--- src/design/spmq_pkg.sv ---
`default_nettype none
// ----------------------------------------------------------------------------
// spmq_pkg
// Shared types and constants for the strict-priority multi-queue.
// ----------------------------------------------------------------------------
package spmq_pkg;

  localparam int PriorityLevels = 10;
  localparam int LevelDepth     = 16;
  localparam int PayloadWidth   = 32;

  typedef enum logic [1:0] {
    KIND_PUSH_ORD  = 2'd0,
    KIND_PUSH_PRIO = 2'd1,
    KIND_POP       = 2'd2,
    KIND_FIND      = 2'd3
  } kind_t;

  typedef enum logic [2:0] {
    ST_PUSHED    = 3'd0,
    ST_POPPED    = 3'd1,
    ST_EMPTY     = 3'd2,
    ST_FULL      = 3'd3,
    ST_FOUND     = 3'd4,
    ST_NOT_FOUND = 3'd5
  } status_t;

  typedef enum logic [2:0] {
    BE_IDLE,
    BE_POP_RD,
    BE_FIND_RD,
    BE_FIND_CMP,
    BE_RESULT
  } be_state_t;

endpackage : spmq_pkg
`default_nettype wire

--- src/design/spmq_front.sv ---
`default_nettype none
// ----------------------------------------------------------------------------
// spmq_front
// Accepts requests, reduces the priority to a queue index and holds them in
// a two-entry command queue for the back end.
// ----------------------------------------------------------------------------
module spmq_front
  import spmq_pkg::*;
#(
  parameter int PRIORITY_LEVELS = PriorityLevels,
  parameter int PAYLOAD_WIDTH   = PayloadWidth,
  parameter int QW              = $clog2(PRIORITY_LEVELS + 1)
) (
  input  wire logic                     clk,
  input  wire logic                     rst_n,
  input  wire logic                     in_valid,
  output logic                          in_ready,
  input  wire logic [1:0]               in_kind,
  input  wire logic [31:0]              in_payload,
  input  wire logic [7:0]               in_priority_req,
  output logic                          cmd_valid,
  input  wire logic                     cmd_ready,
  output kind_t                         cmd_kind,
  output logic [PAYLOAD_WIDTH-1:0]      cmd_word,
  output logic [QW-1:0]                 cmd_queue
);

  localparam int WordBits = (PAYLOAD_WIDTH < 32) ? PAYLOAD_WIDTH : 32;

  typedef struct packed {
    kind_t                    kind;
    logic [PAYLOAD_WIDTH-1:0] word;
    logic [QW-1:0]            queue;
  } cmd_t;

  cmd_t        q_r [2];
  cmd_t        enq;
  logic        wr_ptr_r, rd_ptr_r;
  logic [1:0]  cnt_r;
  logic [7:0]  prio_mod;
  logic [15:0] prio_rem;
  logic        push_en, pop_en;

  // Priority modulo level count: shift-and-subtract over the 8 request bits.
  always_comb begin
    prio_rem = 16'(in_priority_req);
    for (int s = 7; s >= 0; s--) begin
      if (prio_rem >= (16'(PRIORITY_LEVELS) << s)) begin
        prio_rem = prio_rem - (16'(PRIORITY_LEVELS) << s);
      end
    end
    prio_mod = prio_rem[7:0];
  end

  always_comb begin
    enq.kind = kind_t'(in_kind);
    enq.word = '0;
    enq.word[WordBits-1:0] = in_payload[WordBits-1:0];
    if (kind_t'(in_kind) == KIND_PUSH_PRIO) begin
      enq.queue = QW'(prio_mod);
    end else if (kind_t'(in_kind) == KIND_PUSH_ORD) begin
      enq.queue = QW'(PRIORITY_LEVELS);
    end else begin
      enq.queue = '0;
    end
  end

  assign in_ready  = (cnt_r != 2'd2);
  assign cmd_valid = (cnt_r != 2'd0);
  assign push_en   = in_valid && in_ready;
  assign pop_en    = cmd_valid && cmd_ready;
  assign cmd_kind  = q_r[rd_ptr_r].kind;
  assign cmd_word  = q_r[rd_ptr_r].word;
  assign cmd_queue = q_r[rd_ptr_r].queue;

  always_ff @(posedge clk) begin
    if (!rst_n) begin
      wr_ptr_r <= 1'b0;
      rd_ptr_r <= 1'b0;
      cnt_r    <= 2'd0;
    end else begin
      if (push_en) wr_ptr_r <= ~wr_ptr_r;
      if (pop_en)  rd_ptr_r <= ~rd_ptr_r;
      cnt_r <= cnt_r + 2'(push_en) - 2'(pop_en);
    end
  end

  always_ff @(posedge clk) begin
    if (push_en) q_r[wr_ptr_r] <= enq;
  end

endmodule : spmq_front
`default_nettype wire

--- config.mk ---
export PLATFORM = sky130hd
export DESIGN_NAME = spmq_front
export DESIGN_NICKNAME = d
export VERILOG_FILES = /design/src/design/spmq_pkg.sv /design/src/design/spmq_front.sv
export SDC_FILE = /design/constraint.sdc
export NUM_CORES = 1
export LEC_CHECK = 0
export ABC_AREA = 1
export BUFFER_PORTS_ARGS = -buffer_cell sky130_fd_sc_hd__buf_4
export CORE_UTILIZATION = 30
export DETAILED_ROUTE_END_ITERATION = 8
export SYNTH_ARGS = -nofsm -noshare
export SYNTH_HDL_FRONTEND = slang
export SYNTH_SLANG_ARGS = --single-unit
--- constraint.sdc ---
create_clock -name clk -period 5 [get_ports clk]
set_clock_uncertainty 0.1 [all_clocks]
set_input_delay 1 -clock clk [delete_from_list [all_inputs] [get_ports clk]]
set_output_delay 1 -clock clk [all_outputs]
set_load 0.01 [all_outputs]
==> results.md, run 1 <==
- Outcome: completed
- Initial Utilization: 30.7%
- Detailed router's first-iteration violation count: 170
- Mapped Area: 4050 sq um
- Ys flop type: edfxtp_1
- Crit path kind: input port to flip-flop
- Ant. Diodes: 0
- P per Cell Area: between 400 and 500 nW/um^2
- Top post-synthesis cells by area: edfxtp_1 56%, mux2_2 11%, nand2_1 7.2%
- Synth Register Bits: between 80 and 90
- CTS tree: done
- Max_cap viols: 0
- FP Rows: 42
- Yosys warnings: 0
- Core ar.: 13200 sq um
- Seq/Total Area, Yosys: around three fifths
- Syn Nets: 405
- Share of layout cells above drive strength 1: 41.1%
- Syn avg cell area: between 10 and 15 sq um
- RePlAce Congestion: 0.797
- Final max-slew violation count: 0
- Final std cells w/o fill: between 600 and 700
- Initial antenna violation count: 0
- Clock Pin Slew Worst Setup and Hold Paths: 50 ps
- Peak per-stage delay on the critical path: 240 ps
- Die area: 14000 sq um
- Die Height: 118 um
- Worst VDD drop: 0.000152 V
- Hold Crit Class: flip-flop to flip-flop
- Worst setup SP type: input port
- Reg2Reg Depth: 5
- Avg WL per Cell: 12.1 um
- Inst Count DP: approximately 600
- Final cycle utilization of the critical path: 90.9%
- RSZ-0062 raised after global routing: false
- Largest fanout on the critical path: 8
- Total power draw: roughly 0.0022 W
- Via count: about 2700
- Largest delay contributor family on the critical path: simple AND/OR/NAND/NOR gates
- HPWL Detailed: approximately 5.5 mm
- Root Buffer: clkbuf_16
- Worst hold path depth: 1
- Final-layout fill cell count: 1267
- IO Port Bufs: 85
- Asr flop ratio synth: 0%
- CP dominant cell by count: nand2_1
- Clock Latency Late Sink: 320 ps
- Antenna Violating Nets Remaining: 0
- EDFF count, synth: 76
- Vias in the first global route: 2757
- H-tree depth: 3
- Nets: 499
- GRT overflow: 0
- # setup viols final: 0
- Final wirelength: around 7.6 mm
- Levels on crit path: 35
- Routed vias/inst: between 4 and 5
- Most instantiated cells after synthesis: 78 x nand2_1, 76 x edfxtp_1, 38 x mux2_2
- Worst path bufs/invs: 8
- Req. time, crit path: 4970 ps
- Min Tclk post-route: around 4500 ps
- Deepest clock path buffer count: 2
- WP data arrival: 4520 ps
- Synth Instances: 350
- Die Width: 118 um
- Slew of the pin with the lowest slew margin: 982 ps
- Post-synth top area share: a little under three fifths
- Yosys top cell by area: edfxtp_1
- Slew Limit Headroom: 34.5%
- Hold Vio Cnt, Final: 0
- Pleak: 2.20 nW
- Distinct cells, synth: 28
- Global-route wire length before repair: 12.3 mm
- Crit. End Element: flip-flop
- Largest net degree at the start of global routing: 39
- Cts bufs inserted: 9
- Slowest cell on crit path: ha_2
- Sink Count: slightly above 80
- Post-CTS setup buffers: 0
- Gr usage total: 11.1%
- Io pins: 86
- Area grow syn2layout: 28.0%
- Achievable frequency: 220 MHz
- Drt drc: 0
- Count leader, synth: nand2_1
- TritonRoute pass-1 iters: 6
-- area by class of cell --
cell class                      instances  area [sq um]  share of cell area (%)
Sequential cell                        81          2380                    46.0
Tap cell                              176           220                    4.25
Timing Repair Buffer                   87           653                    12.6
Multi-Input combinational cell        221          1510                    29.1
Clock inverter                          5          23.8                   0.459
Inverter                               44           165                    3.19
Clock buffer                           10           229                    4.42
-- power breakdown --
| part | total [W] | switching [W] | leakage (nW) | internal, W |
|---|---|---|---|---|
| sequential | 0.000927 | 0.0000614 | 0.753 | 0.000866 |
| clock | 0.000550 | 0.000224 | 0.121 | 0.000327 |
| combinational | 0.000694 | 0.000362 | 1.33 | 0.000332 |
| total | 0.00217 | 0.000647 | 2.20 | 0.00152 |
-- placed cells by master (no fill, tap or decap), types with 2 or more instances in the layout --
master,count
buf_4,87
nand2_1,78
edfxtp_1,76
mux2_2,38
inv_1,36
nand3_1,23
nand2_2,12
nor2_1,11
clkbuf_16,9
inv_2,8
nand3_2,8
ha_1,8
nand2_4,6
nor2_4,6
nand4_1,6
o21ai_0,5
a21oi_1,5
dfxtp_1,4
xor2_1,3
clkinv_1,3
nand3_4,2
xnor2_1,2
-- flip-flops by register name (all words and copies together) (netlist names), named ones only --
| register | count |
|---|---|
| cnt_r | 2 |
| q_r | 76 |
| wr_ptr_r | 1 |
| rd_ptr_r | 1 |
-- path summary, 6_finish.rpt --
| path | slack (ps) | endpoint | startpoint |
|---|---|---|---|
| worst min-delay path | 350 | flip-flop | rd_ptr_r$_SDFFE_PN0P_ |
| worst max-delay path | 450 | q_r[0][3]$_DFFE_PP_ | in_priority_req[5] |
| worst max register to register | 3070 | q_r[1][18]$_DFFE_PP_ | cnt_r[0]$_SDFF_PN0_ |
| worst min register to register | 350 | flip-flop | rd_ptr_r$_SDFFE_PN0P_ |
-- what timing repair did --
action,in CTS,in global routing
gates resized for setup,0,3
endpoints found under the setup margin,0,6
hold buffers,0,0
-- cell families after synthesis --
kind of cell	after synthesis	synth area share, %
xor+xnor	5	1.08
buf+inv	49	4.73
flops	81	58.9
mux	38	10.6
compound gates	11	1.45
simple gates	157	20.5
fa+ha+maj	9	2.78
-- stage by stage --
step           setup WS, ps  setup TNS (ps)  hold WS, ps  instance area (sq um)  utilization, %
5_1_grt                20.6               0          383                   5180            39.3
2_1_floorplan           617               0          325                   4050               -
3_3_place_gp            180               0          333                   4910            37.2
4_1_cts                 329               0          351                   5160            39.1
3_5_place_dp          -9.37           -25.3          342                   4910            37.2
6_report                454               0          350                   5180            39.3
-- metal layers --
metal / global-route usage, % / vias to the layer above / routed length, um
li1: - / 1385 / -
met5: 0 / - / 0
met1: 13.4 / 1255 / 3340
met4: 4.57 / 0 / 102
met2: 18.9 / 69 / 3680
met3: 2.56 / 9 / 432
No activity file was read; power rests on OpenSTA's default activity.
==> run 2: changes to the inputs <==
--- a/config.mk
+++ b/config.mk
@@ -5,10 +5,10 @@
 export SDC_FILE = /design/constraint.sdc
 export NUM_CORES = 1
 export LEC_CHECK = 0
-export ABC_AREA = 1
 export BUFFER_PORTS_ARGS = -buffer_cell sky130_fd_sc_hd__buf_4
 export CORE_UTILIZATION = 30
 export DETAILED_ROUTE_END_ITERATION = 8
 export SYNTH_ARGS = -nofsm -noshare
 export SYNTH_HDL_FRONTEND = slang
 export SYNTH_SLANG_ARGS = --single-unit
+export TNS_END_PERCENT = 20
==> run 2 against run 1 <==
  * First-iteration DRC count is 21% lower
  * Final area is 2.0% higher
  * Setup slack worse by 240 ps
  * Fmax is 5.0% lower
  * Sequential share of layout area is 0.90 points lower
  * Routed wire length is 14% higher
  * Synthesized cell count is 14% lower
  * Register-to-register slack hardly changed
  * Non-clock buffer count is 16 higher
  * Clock power is 9.8% higher
  * Sequential power is 2% lower
  * Critical endpoint is now q_r[1][3]$_DFFE_PP_
==> results.md, run 2 <==
- Biggest register: q_r
- Hold_buf cts: 0 (unchanged)
- Final-layout fill cell count: 1210 (-4.5%)
- H-tree depth: 3 (unchanged)
- Synth Area in Adders: 3.07% (+0.29 points)
- Max_cap viols: 0 (unchanged)
- Largest fanout on the critical path: 13 (+5)
- Commonest non-fill, non-tap cell in the layout: buf_4
- Pint: 0.00155 W (+1.6%)
- Max reg flops: 76 (unchanged)
- Sink Count: 81 (unchanged)
- Die Height: 118 um (-0.21%)
- Mapped Area: 4030 sq um (-0.43%)
- CP dominant cell by count: ha_1
- Dpl ws: -159 ps (-150 ps)
- Distinct cells, synth: 68 (+140%)
- Avg WL per Cell: 14.9 um (+23%)
- CTS tree: done
- Crit. End Element: flip-flop
- FP Rows: 41 (-2.4%)
- Achievable frequency: 209 MHz (-5.0%)
- Worst VDD drop: 0.000142 V (-6.8%)
- Die area: 13900 sq um (-0.42%)
- Post-synthesis simple-gate area fraction: 10.2% (-10 points)
- Asr flop ratio synth: 0% (unchanged)
- Share of layout cells above drive strength 1: 45.7% (+4.6 points)
- Min Tclk post-route: 4790 ps (+239 ps)
- Clock Latency Late Sink: 330 ps (about the same)
- Synth Area in XOR/XNOR: 1.49% (+0.41 points)
- Outcome: completed
- Gate power share: 30.0% (-2.0 points)
- DP Area: 4970 sq um (+1.2%)
- R2R Path Start: cnt_r[1]$_SDFF_PN0_
- GRT overflow: 0 (unchanged)
- Gr usage total: 13.0% (+1.9 points)
- Vias in the first global route: 2787 (+1.1%)
- Initial antenna violation count: 0 (unchanged)
- Largest net degree at the start of global routing: 39 (unchanged)
- Levels on crit path: 18 (-49%)
- CP endpoint: q_r[1][3]$_DFFE_PP_
- Fin util: 41.0% (+1.8 points)
- Final Hold Slack: 434 ps (+84.4 ps)
- Hold Vio Cnt, Final: 0 (unchanged)
- Sw Pwr: 0.000609 W (-5.9%)
- Top post-synthesis cells by area: edfxtp_1 57%, mux2_2 11%, ha_1 2.8%
- Count leader, synth: edfxtp_1
- Worst setup SP type: input port
- Pleak: 1.98 nW (-10%)
- Critical path cell sequence: buf_4 -> ha_1 -> and3b_1 -> a21oi_2 -> xnor2_1 -> inv_1 -> ha_1 -> o21ai_1 -> inv_1 -> ha_1 -> buf_4 -> o21a_1 -> o31a_1 -> a21bo_2 -> a21oi_1 -> o21ai_0 -> mux2_2 -> a31o_1
- Clock Pin Slew Worst Setup and Hold Paths: 60 ps (about the same)
- Root Buffer: clkbuf_16
- Synth Register Bits: 81 (unchanged)
- Ant. Diodes: 0 (unchanged)
- Slowest cell on crit path: o21ai_0
- Cts bufs inserted: 9 (unchanged)
- Crit path kind: input port to flip-flop
- Most instantiated cells after synthesis: 76 x edfxtp_1, 40 x mux2_2, 14 x inv_1
- Mux contribution to synthesized area: 11.4% (+0.85 points)
- Area grow syn2layout: 31.2%
- Req. time, crit path: 4970 ps (about the same)
- Largest delay contributor family on the critical path: compound AO/OA/AOI/OAI gates
- Nets: 457 (-8.4%)
- Final max-slew violation count: 0 (unchanged)
- Largest registers: q_r: 76 flops, cnt_r: 2 flops
- RePlAce Congestion: 0.847 (+6.2%)
- IO Port Bufs: 85 (unchanged)
- # setup viols final: 0 (unchanged)
- Worst Setup SP: in_priority_req[5]
- Routed vias/inst: 4.87 (+12%)
- Design area: 5290 sq um (+2.0%)
- Worst path bufs/invs: 4 (-4)
- Drt drc: 0 (unchanged)
- Commonest non-fill, non-tap cells in the layout: 103 x buf_4, 76 x edfxtp_1, 40 x mux2_2
- Detailed router's first-iteration violation count: 135 (-21%)
- Seq/Total Area, Yosys: 59.1% (+0.26 points)
- WP data arrival: 4760 ps (+240 ps)
- Via count: 2820 (+3.8%)
- Slew of the pin with the lowest slew margin: 948 ps (-34.0 ps)
- Die Width: 118 um (-0.21%)
- EDFF count, synth: 76 (unchanged)
- Core ar.: 12900 sq um (-2.4%)
- Syn avg cell area: 13.4 sq um (+16%)
- Syn Nets: 356 (-12%)
- Yosys top cell by area: edfxtp_1
- Peak per-stage delay on the critical path: 580 ps (+340 ps)
- Synth Instances: 301 (-14%)
- Register area: 2380 sq um (unchanged)
- Io pins: 86 (unchanged)
- TritonRoute pass-1 iters: 5 (-1)
- Post-synth top area share: 56.6% (+0.25 points)
- Total power draw: 0.00216 W (-0.66%)
- Switching share of total power: 28.2% (-1.6 points)
- Initial Utilization: 31.3% (+0.61 points)
- Complex-gate fraction of the synthesized area: 11.8% (+10 points)
- HPWL Detailed: 6.03 mm (+9.7%)
- Reg2Reg Depth: 8 (+3)
- Reg2reg end: cnt_r[1]$_SDFF_PN0_
- Antenna Violating Nets Remaining: 0 (unchanged)
- Final wirelength: 8.63 mm (+14%)
- Global-route wire length before repair: 14.3 mm (+16%)
- Ys flop type: edfxtp_1
- Yosys warnings: 0 (unchanged)
- Share of power burned in registers: 42.0% (-0.7 points)
- Hold Crit Class: flip-flop to flip-flop
- Slew Limit Headroom: 36.8% (+2.3 points)
- Multi-input logic area: 1580 sq um (+4.7%)
- Clk pwr share: 28.0% (+2.7 points)
- Deepest clock path buffer count: 2 (unchanged)
- PnR worst setup slack: 215 ps (-239 ps)
- P per Cell Area: 408 nW/um^2 (-2.6%)
- Internal reg-to-reg setup slack: 3080 ps (about the same)
- Largest family of logic cells by synthesized area: compound AO/OA/AOI/OAI gates
- Final cycle utilization of the critical path: 95.7% (+4.8 points)
-- run 2: cells by family (layout without fill, tap and decap cells) --
group	after synthesis	count (layout)
fa+ha+maj	10	10
mux	41	41
simple gates	73	73
xor+xnor	6	6
compound gates	63	63
buf+inv	27	133
flops	81	81
-- run 2: timing repair --
action / in CTS / in global routing
setup buffers: 0 / 1
gates resized for setup: 0 / 4
hold endpoints to repair: 0 / 0
endpoints found under the setup margin: 0 / 4
-- run 2: metal layers --
| metal | share of wire, % | vias up | track usage (%) |
|---|---|---|---|
| met5 | 0 | - | 0 |
| met3 | 5.7 | 13 | 3.34 |
| met1 | 46 | 1348 | 16.8 |
| li1 | - | 1359 | - |
| met4 | 1.5 | 0 | 5.13 |
| met2 | 47 | 100 | 20.6 |
-- run 2: tightest hold or removal path: stages, from the launching register on --
cell	delay, ps
dfxtp_1	320
xnor2_1	80
nor2b_1	90
-- run 2: worst min-delay path by stage --
stage / start / endpoint / depth (start not counted)
2_1_floorplan: rd_ptr_r$_SDFFE_PN0P_ / flip-flop / 2
3_3_place_gp: rd_ptr_r$_SDFFE_PN0P_ / flip-flop / 2
3_5_place_dp: rd_ptr_r$_SDFFE_PN0P_ / flip-flop / 2
4_1_cts: rd_ptr_r$_SDFFE_PN0P_ / flip-flop / 2
5_1_grt: rd_ptr_r$_SDFFE_PN0P_ / flip-flop / 2
6_report: rd_ptr_r$_SDFFE_PN0P_ / rd_ptr_r$_SDFFE_PN0P_ / 2
-- run 2: power groups by stage --
stage                     clock (W)  combinational [W]  sequential, W
after global routing       0.000654           0.000702       0.000918
after CTS                  0.000627           0.000645       0.000910
after floorplan                   0           0.000406       0.000878
after global placement            0           0.000633       0.000919
final                      0.000604           0.000646       0.000907
after detailed placement          0           0.000642       0.000925
-- run 2: final cells by class --
class,instances,area share [%]
timing repair buffer,103,14.6
sequential,81,45.1
inverter,14,0.994
clock inverter,5,0.568
clock buffer,11,4.78
multi-input combinational,193,29.9
tap,172,4.07
-- run 2: per-stage QoR --
step,std cells,setup TNS [ps]
CTS,578,0
global placement,562,-31.6
finish,579,0
detailed placement,562,-607
floorplan,301,0
global route,579,-78.4
